<file path="config.mk">
export PLATFORM = sky130hd
export DESIGN_NAME = stable_priority_queue_unit
export DESIGN_NICKNAME = d
export VERILOG_FILES = /design/src/design/spq_pkg.sv /design/src/design/spq_cmp.sv /design/src/design/stable_priority_queue_unit.sv
export SDC_FILE = /design/constraint.sdc
export NUM_CORES = 1
export LEC_CHECK = 0
export ABC_AREA = 0
export BUFFER_PORTS_ARGS = -buffer_cell sky130_fd_sc_hd__buf_2
export CORE_MARGIN = 3
export CORE_UTILIZATION = 56
export DETAILED_ROUTE_END_ITERATION = 8
export PLACE_DENSITY = 0.76
export SLEW_MARGIN = 15
export SYNTH_ARGS = -nofsm -noshare
export SYNTH_HDL_FRONTEND = slang
export SYNTH_HIERARCHICAL = 1
export SYNTH_SLANG_ARGS = --single-unit
</file>
<file path="constraint.sdc">
create_clock -name clk -period 3.6 [get_ports clk]
set_clock_uncertainty 0.15 [all_clocks]
set_input_delay 0.18 -clock clk [delete_from_list [all_inputs] [get_ports clk]]
set_output_delay 0.18 -clock clk [all_outputs]
set_load 0.005 [all_outputs]
</file>
<file path="src/design/spq_pkg.sv">
// Shared types and constants for the stable priority queue unit.
package spq_pkg;

	// Queue geometry
	localparam int QUEUE_DEPTH   = 16;
	localparam int PRIORITY_BITS = 8;
	localparam int ID_W          = 16;
	localparam int PRIO_PORT_W   = 8;
	localparam int PRIO_W        = (PRIORITY_BITS < PRIO_PORT_W) ? PRIORITY_BITS : PRIO_PORT_W;
	localparam int IDX_W         = $clog2(QUEUE_DEPTH);
	localparam int CNT_W         = $clog2(QUEUE_DEPTH + 1);

	// Command codes
	localparam logic [1:0] MODE_ENQ = 2'd0;
	localparam logic [1:0] MODE_DEQ = 2'd1;
	localparam logic [1:0] MODE_UPD = 2'd2;

	// Status codes
	localparam logic [1:0] ST_OK       = 2'd0;
	localparam logic [1:0] ST_EMPTY    = 2'd1;
	localparam logic [1:0] ST_FULL     = 2'd2;
	localparam logic [1:0] ST_NOTFOUND = 2'd3;

	// One stored queue entry
	typedef struct packed {
		logic [ID_W-1:0]   id;
		logic [PRIO_W-1:0] prio;
	} spq_entry_t;

	// Flags from the shared compare unit
	typedef struct packed {
		logic id_eq;
		logic prio_ge;
	} spq_cmp_t;

endpackage

</file>
<file path="src/design/spq_cmp.sv">
// Shared compare unit: matches a stored entry against the transaction key.
module spq_cmp
	import spq_pkg::*;
(
	input  spq_entry_t        entry,
	input  logic [ID_W-1:0]   key_id,
	input  logic [PRIO_W-1:0] key_prio,
	output spq_cmp_t          flags
);

	// Id match for search, priority order for placement
	always_comb begin
		flags.id_eq   = (entry.id == key_id);
		flags.prio_ge = (entry.prio >= key_prio);
	end

endmodule

</file>
<file path="src/design/stable_priority_queue_unit.sv">
// Stable priority queue: sorted entry memory stepped by a small sequencer.
// Full, empty and unused commands finish from the idle state without a walk; enqueue,
// dequeue and update walk the entry memory (one memory entry visited per cycle).
// Throughput: one transaction at a time; busy stays high until the result strobe.
// done pulses for exactly one cycle with the result; the receiver cannot stall it.
// Reset (arst_n low, asynchronous) empties the queue; entry memory is not cleared.
module stable_priority_queue_unit
	import spq_pkg::*;
(
	input  logic        clk,
	input  logic        arst_n,
	input  logic        start,
	output logic        busy,
	input  logic [1:0]  mode,
	input  logic [15:0] process_id,
	input  logic [7:0]  priority_req,
	output logic        done,
	output logic [1:0]  status,
	output logic [15:0] out_id,
	output logic [7:0]  out_priority,
	output logic [4:0]  occupancy
);

	typedef enum logic [3:0] {
		S_IDLE,
		S_DEQ_HEAD,
		S_SRCH,
		S_REM_START,
		S_REM,
		S_REM_END,
		S_INS_START,
		S_INS_CHK
	} state_t;

	state_t            state_q;
	logic [1:0]        mode_q;
	logic [ID_W-1:0]   id_q;
	logic [PRIO_W-1:0] prio_q;
	logic [CNT_W-1:0]  cnt_q;
	logic [CNT_W-1:0]  ptr_q;
	logic              done_q;
	logic [1:0]        status_q;
	logic [ID_W-1:0]   res_id_q;
	logic [PRIO_W-1:0] res_prio_q;

	// Entry memory
	spq_entry_t        mem_q [QUEUE_DEPTH];
	spq_entry_t        rd_q;
	logic [IDX_W-1:0]  rd_addr;
	logic              wr_en;
	logic [IDX_W-1:0]  wr_addr;
	spq_entry_t        wr_data;
	spq_entry_t        new_entry;
	spq_cmp_t          cmp;

	logic [CNT_W-1:0]  ptr_m1;
	logic [CNT_W-1:0]  ptr_m2;
	logic [CNT_W-1:0]  ptr_p1;
	logic [CNT_W-1:0]  ptr_p2;

	assign ptr_m1    = ptr_q - CNT_W'(1);
	assign ptr_m2    = ptr_q - CNT_W'(2);
	assign ptr_p1    = ptr_q + CNT_W'(1);
	assign ptr_p2    = ptr_q + CNT_W'(2);
	assign new_entry = '{id: id_q, prio: prio_q};

	spq_cmp u_cmp (
		.entry    (rd_q),
		.key_id   (id_q),
		.key_prio (prio_q),
		.flags    (cmp)
	);

	// Memory port decode per sequencer step
	always_comb begin
		rd_addr = '0;
		wr_en   = 1'b0;
		wr_addr = ptr_q[IDX_W-1:0];
		wr_data = new_entry;
		case (state_q)
			S_INS_START: begin
				if (ptr_q == '0) begin
					wr_en = 1'b1;
				end else begin
					rd_addr = ptr_m1[IDX_W-1:0];
				end
			end
			S_INS_CHK: begin
				wr_en = 1'b1;
				if (!cmp.prio_ge) begin
					wr_data = rd_q;
					rd_addr = ptr_m2[IDX_W-1:0];
				end
			end
			S_REM_START: rd_addr = ptr_p1[IDX_W-1:0];
			S_REM: begin
				wr_en   = 1'b1;
				wr_data = rd_q;
				rd_addr = ptr_p2[IDX_W-1:0];
			end
			S_SRCH: rd_addr = ptr_p1[IDX_W-1:0];
			default: rd_addr = '0;
		endcase
	end

	// At most one write and one registered read per cycle
	always_ff @(posedge clk) begin
		if (wr_en) begin
			mem_q[wr_addr] <= wr_data;
		end
		rd_q <= mem_q[rd_addr];
	end

	// Sequencer
	always_ff @(posedge clk or negedge arst_n) begin
		if (!arst_n) begin
			state_q    <= S_IDLE;
			mode_q     <= MODE_ENQ;
			id_q       <= '0;
			prio_q     <= '0;
			cnt_q      <= '0;
			ptr_q      <= '0;
			done_q     <= 1'b0;
			status_q   <= ST_OK;
			res_id_q   <= '0;
			res_prio_q <= '0;
		end else begin
			case (state_q)
				S_IDLE: begin
					if (start) begin
						mode_q     <= mode;
						id_q       <= process_id;
						prio_q     <= priority_req[PRIO_W-1:0];
						res_id_q   <= '0;
						res_prio_q <= '0;
						case (mode)
							MODE_ENQ: begin
								ptr_q <= cnt_q;
								if (cnt_q == CNT_W'(QUEUE_DEPTH)) begin
									status_q <= ST_FULL;
									done_q   <= 1'b1;
								end else begin
									status_q <= ST_OK;
									done_q   <= 1'b0;
									state_q  <= S_INS_START;
								end
							end
							MODE_DEQ: begin
								ptr_q <= '0;
								if (cnt_q == '0) begin
									status_q <= ST_EMPTY;
									done_q   <= 1'b1;
								end else begin
									status_q <= ST_OK;
									done_q   <= 1'b0;
									state_q  <= S_DEQ_HEAD;
								end
							end
							MODE_UPD: begin
								ptr_q <= '0;
								if (cnt_q == '0) begin
									status_q <= ST_NOTFOUND;
									done_q   <= 1'b1;
								end else begin
									status_q <= ST_OK;
									done_q   <= 1'b0;
									state_q  <= S_SRCH;
								end
							end
							default: begin
								ptr_q    <= '0;
								status_q <= ST_OK;
								done_q   <= 1'b1;
							end
						endcase
					end else begin
						done_q <= 1'b0;
					end
				end
				// Head entry is on the read port; capture it, then close the gap
				S_DEQ_HEAD: begin
					done_q     <= 1'b0;
					res_id_q   <= rd_q.id;
					res_prio_q <= rd_q.prio;
					state_q    <= S_REM_START;
				end
				// Walk from the head looking for the first matching id
				S_SRCH: begin
					if (cmp.id_eq) begin
						done_q  <= 1'b0;
						state_q <= S_REM_START;
					end else if (ptr_p1 >= cnt_q) begin
						status_q <= ST_NOTFOUND;
						done_q   <= 1'b1;
						state_q  <= S_IDLE;
					end else begin
						done_q <= 1'b0;
						ptr_q  <= ptr_p1;
					end
				end
				S_REM_START: begin
					done_q <= 1'b0;
					if (ptr_p1 >= cnt_q) begin
						state_q <= S_REM_END;
					end else begin
						state_q <= S_REM;
					end
				end
				// Shift the tail down one slot per cycle
				S_REM: begin
					done_q <= 1'b0;
					ptr_q  <= ptr_p1;
					if (ptr_p2 >= cnt_q) begin
						state_q <= S_REM_END;
					end
				end
				S_REM_END: begin
					cnt_q <= cnt_q - CNT_W'(1);
					if (mode_q == MODE_DEQ) begin
						done_q  <= 1'b1;
						state_q <= S_IDLE;
					end else begin
						done_q  <= 1'b0;
						ptr_q   <= cnt_q - CNT_W'(1);
						state_q <= S_INS_START;
					end
				end
				// Free slot at ptr; place here if at head, else look at the entry above
				S_INS_START: begin
					if (ptr_q == '0) begin
						cnt_q   <= cnt_q + CNT_W'(1);
						done_q  <= 1'b1;
						state_q <= S_IDLE;
					end else begin
						done_q  <= 1'b0;
						state_q <= S_INS_CHK;
					end
				end
				// Stop behind an equal or higher priority, otherwise move it down
				S_INS_CHK: begin
					if (cmp.prio_ge) begin
						cnt_q   <= cnt_q + CNT_W'(1);
						done_q  <= 1'b1;
						state_q <= S_IDLE;
					end else begin
						done_q <= 1'b0;
						ptr_q  <= ptr_m1;
						if (ptr_m1 == '0) begin
							state_q <= S_INS_START;
						end
					end
				end
				default: begin
					done_q  <= 1'b0;
					state_q <= S_IDLE;
				end
			endcase
		end
	end

	assign busy         = (state_q != S_IDLE);
	assign done         = done_q;
	assign status       = status_q;
	assign out_id       = res_id_q;
	assign out_priority = PRIO_PORT_W'(res_prio_q);
	assign occupancy    = 5'(cnt_q);

endmodule
</file>
==> results of run 1 <==
## critical path, stage by stage (launching register included)
cell and delay, ps:
dfrtp_1 370, inv_1 50, ha_1 290, a21o_1 170
a21o_1 170, a221o_1 350, nor4bb_1 300, o21ai_1 220
nand2_8 320, buf_12 210, mux2i_1 90, nand2_1 80
a21oi_1 100, nor4_4 410
## final cells by class
type                    instances  area (um^2)
clock buffers                  65         1300
clock inverters                19          183
fillers                      2387        12200
inverters                      26         97.6
multi-input cells            1007         6260
flip-flops and latches        474        13700
well taps                     461          577
repair buffers                150         1420
## cells in the final DEF, fill, tap and decap left out, types with 12 or more instances in the layout
master | netlist | layout
xnor2_1 | 26 | 26
mux2_2 | 50 | 50
a21oi_1 | 113 | 113
nor2_1 | 30 | 17
mux2i_1 | 99 | 99
buf_4 | 4 | 32
edfxtp_1 | 384 | 384
clkbuf_1 | 47 | 12
clkbuf_16 | 0 | 47
inv_1 | 26 | 26
ha_1 | 34 | 34
dfrtp_1 | 66 | 66
buf_12 | 0 | 30
dfxtp_1 | 24 | 24
nand2_1 | 378 | 378
nand3_1 | 103 | 102
o21ai_0 | 54 | 53
buf_2 | 33 | 61
dlygate4sd3_1 | 0 | 27
nor4_2 | 23 | 22
## timing repair
item                                    in CTS  in global routing
gates resized for setup                      1                  1
hold buffers                                27                  0
pin swaps                                    0                  1
endpoints found under the setup margin       1                  9
endpoints found under the hold margin       68                  0
buffers inserted                             0                  3
## worst paths after layout
path,startpoint,endpoint,slack (ps),cells after the start
max,prio_q[5],rd_q[1],170,13
min,start,mode_q[0],80,3
max reg2reg,prio_q[5],rd_q[1],170,13
min reg2reg,mode_q[0],mode_q[0],320,2
max in group asynchronous,arst_n,out_id[8],2250,3
min in group asynchronous,arst_n,ptr_q[1],160,2
## cells by family (layout without fill, tap and decap cells)
family	count (synthesis)	count (layout)	synth area share [%]
XOR/XNOR	33	33	1.42
multiplexers	149	149	7.64
AO/OA/AOI/OAI	213	213	5.99
buffers and inverters	118	260	2.71
flip-flops	474	474	67.2
AND/OR/NAND/NOR	578	578	13.0
adder cells (fa/ha/maj)	34	34	2.09
## through the flow
step	instance area, um^2	hold slack (ps)	power [W]	instances
global route	23500	124	0.0257	2202
detailed placement	21700	230	0.0195	2088
global placement	21700	231	0.0191	2088
CTS	23500	66.8	0.0243	2199
floorplan	20400	-266	0.0158	1599
finish	23500	81.3	0.0244	2202
## report_power, final
part           leakage [nW]  internal, W  switching [W]  total [W]
clock network         0.729      0.00275        0.00199    0.00473
registers              4.48      0.00785       0.000748    0.00859
logic                  3.42      0.00415        0.00691     0.0111
total                  8.63       0.0147        0.00964     0.0244
## routing by layer
metal	wire length [um]	GRT usage, %	part of all wire (%)
met1	20900	37.9	41
met2	23700	41.4	47
met3	4430	3.26	8.8
met4	1460	7.81	2.9
met5	0	0	0
## state kept, by name, summed over array words and instances, names as in the netlist, 3 cells and up
| name | count |
|---|---|
| out_id | 16 |
| id_q | 16 |
| out_priority | 8 |
| state_q | 3 |
| ptr_q | 5 |
| rd_q | 24 |
| occupancy | 5 |
| prio_q | 8 |
| mem_q | 384 |
==> metrics.csv, run 1 <==
metric;value;unit
yosys_most_used_dff;edfxtp_1;
final_max_slew_viol_count;0;
die-area;38600;um^2
place_hpwl;28700;um
yosys_warnings;6;
rsz0062_at_grt;no;
core;35700;um^2
antennaDiodeCount;0;
grt_pass1_vias;12947;
globalplace.congestion;0.892;
drt_iter0_drc;1629;
synth_top_area_cell;edfxtp_1;
firstDrtPassIters;7;
end_kind;register;
ys_ff_latch;474;
cp.arrival;3720;ps
critPathLaunchType;register;
ctsLongestPathBuffers;3;
syn_area;20300;um^2
finalHoldViolCount;0;
powerDensity;1040;nW/um^2
synth_edf_count;384;
cts_tree;done;
pre_cts_ws;-58.6;ps
yosys.area.top_type_share;56.7;%
clkLatencyLatePin;570;ps
crit_fanout;23;
drc;0;
io_pins;62;
start_util;57.0;%
drt_wl_total;50500;um
fmax;291;MHz
synth_cell_type_count;58;
num_vias;13417;
yosysSeqAreaShare;67.2;%
grt_overflow_total;0;
yosysMostFrequentCell;edfxtp_1;
setup_violations;0;
worst_hold_path_type;in -> reg;
io_buffers;61;
worstPathRequired;3890;ps
cts_made_buffers;47;
status;complete, no violations;
final_antenna_net_count;0;
synth_nets;1662;
cts-htree-levels;2;
synthTopCellsByCount;edfxtp_1 (384), nand2_1 (378), a21oi_1 (113);
vdd_ir_drop_max;0.873;mV
rows;69;
max-cap-violations;0;
antenna_found_initial;0;
avgViaCountPerCell;6.09;
syn_inst;1599;
min_period;3430;ps
post-route-util;65.9;%
relSlewSlack;35.0;%
cts_sinks;474;
post-route-period-util;95.3;%
postSynthAreaPerCell;12.7;um^2
clk_pin_slew_worst_paths;60;ps
grt_pass1_wl;76600;um
tns;0;ps
clockRootBuffer;clkbuf_16;
die_h;197;um
synthArstFlopShare;13.9;%
synth_area_leaders;edfxtp_1 (57%), dfrtp_1 (8.1%), nand2_1 (7.0%);
grt_max_degree;50;
grt_util_all_layers;25.9;%
setup_ws;168;ps
drive_gt1_share;16.5;%
tightest_slew;976;ps
routedWlPerCell;22.9;um
leakagePower;8.63;nW
syn_to_final_growth;15.6;%
fp.dieW;197;um
nNetsFinal;1769;
critical_path_class;reg -> reg;
Power figures use the tool's default switching activity.
==> run 2, diff against run 1 <==
--- a/config.mk
+++ b/config.mk
@@ -10,6 +10,7 @@
 export CORE_MARGIN = 3
 export CORE_UTILIZATION = 56
 export DETAILED_ROUTE_END_ITERATION = 8
+export MAX_ROUTING_LAYER = met4
 export PLACE_DENSITY = 0.76
 export SLEW_MARGIN = 15
 export SYNTH_ARGS = -nofsm -noshare
==> metrics.csv, run 2 (same netlist as run 1, synthesis figures left out) <==
metric;value;unit
status;complete, no violations;
reg2reg_slack;200;ps
hold_path_depth;5;
crit_family;compound AO/OA/AOI/OAI gates;
hold_ws;78.8;ps
cts_tree;done;
largest_reg_flops;384;
worstPathRequired;3890;ps
tns;0;ps
num_vias;13340;
cts_made_buffers;47;
worstHoldStart;start;
tightest_slew;990;ps
io_buffers;61;
power.total;0.0246;W
end_kind;register;
crit_slowest_cell;a22o_4;
hold_end;status[1];
fill_cells;2393;
antennaDiodeCount;0;
cp_cell_sequence;inv_1 > ha_1 > nor3b_1 > o21ai_1 > a221o_1 > nand4bb_1 > o311ai_2 > a22o_4 > buf_12 > nand2_1 > nand3_1 > a21oi_1 > nor4_2;
core;35700;um^2
die_h;197;um
top_regs;mem_q (384), rd_q (24);
setup_violations;0;
grt_util_all_layers;26.9;%
cts-htree-levels;2;
place_hpwl;28700;um
drive_gt1_share;17.0;%
io_pins;62;
nNetsFinal;1771;
multiInputGateArea;6270;um^2
fmax;294;MHz
final_common_cell;edfxtp_1;
firstDrtPassIters;5;
grt_max_degree;56;
finalHoldViolCount;0;
rows;69;
worst_hold_path_type;in -> reg;
final_max_slew_viol_count;0;
fp.dieW;197;um
critPathLaunchType;register;
drc;0;
globalplace.congestion;0.889;
rsz0062_at_grt;no;
leakagePower;8.65;nW
antenna_found_initial;0;
cts_setup_buffers;0;
avgViaCountPerCell;6.04;
max_stage_delay;470;ps
cp.arrival;3690;ps
powerDensity;1040;nW/um^2
reg2reg_from;rd_q[0];
clk_pin_slew_worst_paths;60;ps
crit_fanout;33;
r2r_cells;13;
routedWlPerCell;23.0;um
vdd_ir_drop_max;0.673;mV
final_cell_mix;edfxtp_1 (384), nand2_1 (378), a21oi_1 (113), nand3_1 (102), mux2i_1 (99);
clkLatencyLatePin;570;ps
regArea;13700;um^2
r2r_end;rd_q[5];
final_antenna_net_count;0;
relSlewSlack;34.0;%
post-route-period-util;94.5;%
drt_iter0_drc;1388;
regMostFlops;mem_q;
ctsLongestPathBuffers;3;
cts_sinks;474;
die-area;38600;um^2
grt_pass1_wl;77200;um
drt_wl_total;50700;um
grt_overflow_total;0;
grt_pass1_vias;13078;
start_util;57.0;%
max-cap-violations;0;
clockRootBuffer;clkbuf_16;
critical_path_class;reg -> reg;
crit_buf_inv;2;
syn_to_final_growth;15.9;%
min_period;3400;ps
run 2: worst reg2reg max path, cell delays in order (launching register included):
cell and delay, ps:
dfxtp_1 370, inv_1 60, ha_1 280, nor3b_1 180, o21ai_1 110, a221o_1 410, nand4bb_1 220, o311ai_2 170
a22o_4 470, buf_12 270, nand2_1 90, nand3_1 90, a21oi_1 80, nor4_2 340
run 2: metal layers:
metal	track usage [%]	wire length [um]	vias to the layer above
met1	37.4	20700	6560
met5	-	0	-
met4	6.31	1020	0
met2	42.7	24100	690
li1	-	-	6004
met3	4.19	4870	86
run 2: repair_timing:
item | in CTS | in global routing
hold endpoints to repair | 68 | 0
resized for setup | 0 | 2
hold buffers | 27 | 0
endpoints found under the setup margin | 0 | 13
run 2: how the worst max path moves through the flow:
stage,from,to,depth (start not counted)
final,rd_q[0],rd_q[5],13
after global routing,rd_q[0],rd_q[5],13
after CTS,rd_q[0],rd_q[18],13
after detailed placement,rd_q[0],rd_q[18],13
after global placement,rd_q[0],rd_q[5],13
after floorplan,ptr_q[0],mem_q[8][0],7
run 2: layout make-up:
cell class,count,share of cell area (%)
clock inverter,28,1.42
timing repair buffer,151,5.99
inverter,26,0.414
multi-input combinational,1008,26.6
clock buffer,59,5.18
sequential,474,58.0
tap,461,2.45
run 2: power by group:
group          total (W)  leakage (nW)  internal (W)  switching [W]
clock            0.00496         0.756       0.00292        0.00204
sequential       0.00858          4.48       0.00785       0.000737
combinational     0.0111          3.42       0.00415        0.00694
total             0.0246          8.65        0.0149        0.00972
run 2: metrics by stage:
step                worst slack (ps)  util [%]  area (um^2)  instances
finish                           199      66.1        23600       2207
global route                    1.86      66.1        23600       2207
CTS                             61.6      66.1        23600       2206
detailed placement               114      61.0        21700       2092
global placement                 275      61.0        21700       2092
floorplan                        394         -        20400       1599
==> run 3, diff against run 2 <==
--- a/config.mk
+++ b/config.mk
@@ -9,6 +9,7 @@
 export BUFFER_PORTS_ARGS = -buffer_cell sky130_fd_sc_hd__buf_2
 export CORE_MARGIN = 3
 export CORE_UTILIZATION = 56
+export CTS_BUF_LIST = sky130_fd_sc_hd__clkbuf_4 sky130_fd_sc_hd__clkbuf_8 sky130_fd_sc_hd__clkbuf_16
 export DETAILED_ROUTE_END_ITERATION = 8
 export MAX_ROUTING_LAYER = met4
 export PLACE_DENSITY = 0.76
==> metrics.csv, run 3 (same netlist as run 1, synthesis figures left out) <==
metric;value;unit
drive_gt1_share;17.6;%
start_util;57.0;%
crit_slowest_cell;a22o_4;
rsz0062_at_grt;no;
regMostFlops;mem_q;
die-area;38600;um^2
syn_to_final_growth;16.1;%
top_layer_used;met4;
cts_tree;done;
grt_pass1_vias;13135;
drc;0;
crit_buf_inv;2;
largest_reg_flops;384;
grt_overflow_total;0;
final_cell_mix;edfxtp_1 (384), nand2_1 (378), a21oi_1 (113), nand3_1 (102), mux2i_1 (99);
clockRootBuffer;clkbuf_16;
core;35700;um^2
max-cap-violations;0;
cts-htree-levels;2;
vdd_ir_drop_max;0.681;mV
drt_iter0_drc;1362;
grt_max_degree;56;
fill_cells;2387;
antennaDiodeCount;0;
final_antenna_net_count;0;
ctsLongestPathBuffers;3;
rows;69;
fmax;296;MHz
crit_family;compound AO/OA/AOI/OAI gates;
post-route-period-util;93.8;%
hold_ws;91.2;ps
clkLatencyLatePin;570;ps
min_period;3380;ps
routedWlPerCell;23.0;um
globalplace.congestion;0.889;
powerDensity;1050;nW/um^2
numPlacedInstances;2092;
final-instance-count-excl-fill;2207;
critical_path_class;reg -> reg;
worst_hold_path_type;in -> reg;
status;complete, no violations;
die_h;197;um
power.total;0.0247;W
num_vias;13326;
cp_cell_sequence;inv_1 > ha_1 > nor3b_1 > o21ai_1 > a221o_1 > nand4bb_1 > o311ai_2 > a22o_4 > buf_12 > nand2_1 > nand3_1 > a21oi_1 > nor4_2;
fp.dieW;197;um
firstDrtPassIters;6;
post-route-util;66.2;%
cts_made_buffers;47;
finalHoldViolCount;0;
tightest_slew;994;ps
routed-wl-met2;24100;um
place_hpwl;28700;um
multiInputGateArea;6270;um^2
end_kind;register;
critPathLaunchType;register;
setup_violations;0;
drt_wl_total;50800;um
worstPathRequired;3900;ps
cts_sinks;474;
wl_met1;20800;um
top_regs;mem_q (384), rd_q (24);
cts_setup_buffers;0;
io_buffers;61;
clk_pin_slew_worst_paths;60;ps
grt_util_all_layers;27.0;%
wl_met3;4720;um
final_max_slew_viol_count;0;
antenna_found_initial;0;
leakagePower;8.70;nW
cp.arrival;3670;ps
max_stage_delay;470;ps
grt_pass1_wl;77300;um
tns;0;ps
regArea;13700;um^2
relSlewSlack;33.7;%
nNetsFinal;1771;
final_common_cell;edfxtp_1;
io_pins;62;
avgViaCountPerCell;6.04;
crit_fanout;33;
run 3: worst min-delay path: stages:
cell	delay, ps
buf_2	130
nand2_1	70
o31ai_1	60
nor3b_1	150
o22a_1	170
run 3: final cells by class:
class / instances / share of cell area (%)
Timing Repair Buffer: 151 / 5.98
Clock inverter: 28 / 1.41
Multi-Input combinational cell: 1008 / 26.5
Sequential cell: 474 / 57.8
Clock buffer: 59 / 5.36
Inverter: 26 / 0.413
Tap cell: 461 / 2.44
run 3: stage by stage:
stage	setup slack (ps)	instance area (um^2)
2_1_floorplan	394	20400
3_3_place_gp	275	21700
3_5_place_dp	114	21700
4_1_cts	61.8	23600
5_1_grt	0.655	23600
6_report	223	23600
run 3: where the power goes:
| group | internal (W) | switching, W |
|---|---|---|
| clock | 0.00301 | 0.00204 |
| sequential | 0.00785 | 0.000741 |
| combinational | 0.00415 | 0.00695 |
| total | 0.0150 | 0.00974 |
run 3: path summary, 6_finish.rpt:
path	to	from	depth (start not counted)	slack, ps
max	rd_q[5]	rd_q[0]	13	220
min	status[1]	start	5	90
max reg2reg	rd_q[5]	rd_q[0]	13	220
min reg2reg	mode_q[0]	mode_q[0]	2	330
max in group asynchronous	id_q[13]	arst_n	3	2220
min in group asynchronous	occupancy[2]	arst_n	2	170
run 3: what timing repair did:
item / CTS / global route
gates resized for setup: 0 / 2
endpoints found under the hold margin: 68 / 0
hold buffers: 27 / 0
setup endpoints to repair: 0 / 13
run 3: metal layers:
metal	track usage (%)	up-vias
met5	-	-
met4	6.12	0
met3	4.22	94
met2	42.9	644
met1	37.4	6585
li1	-	6003
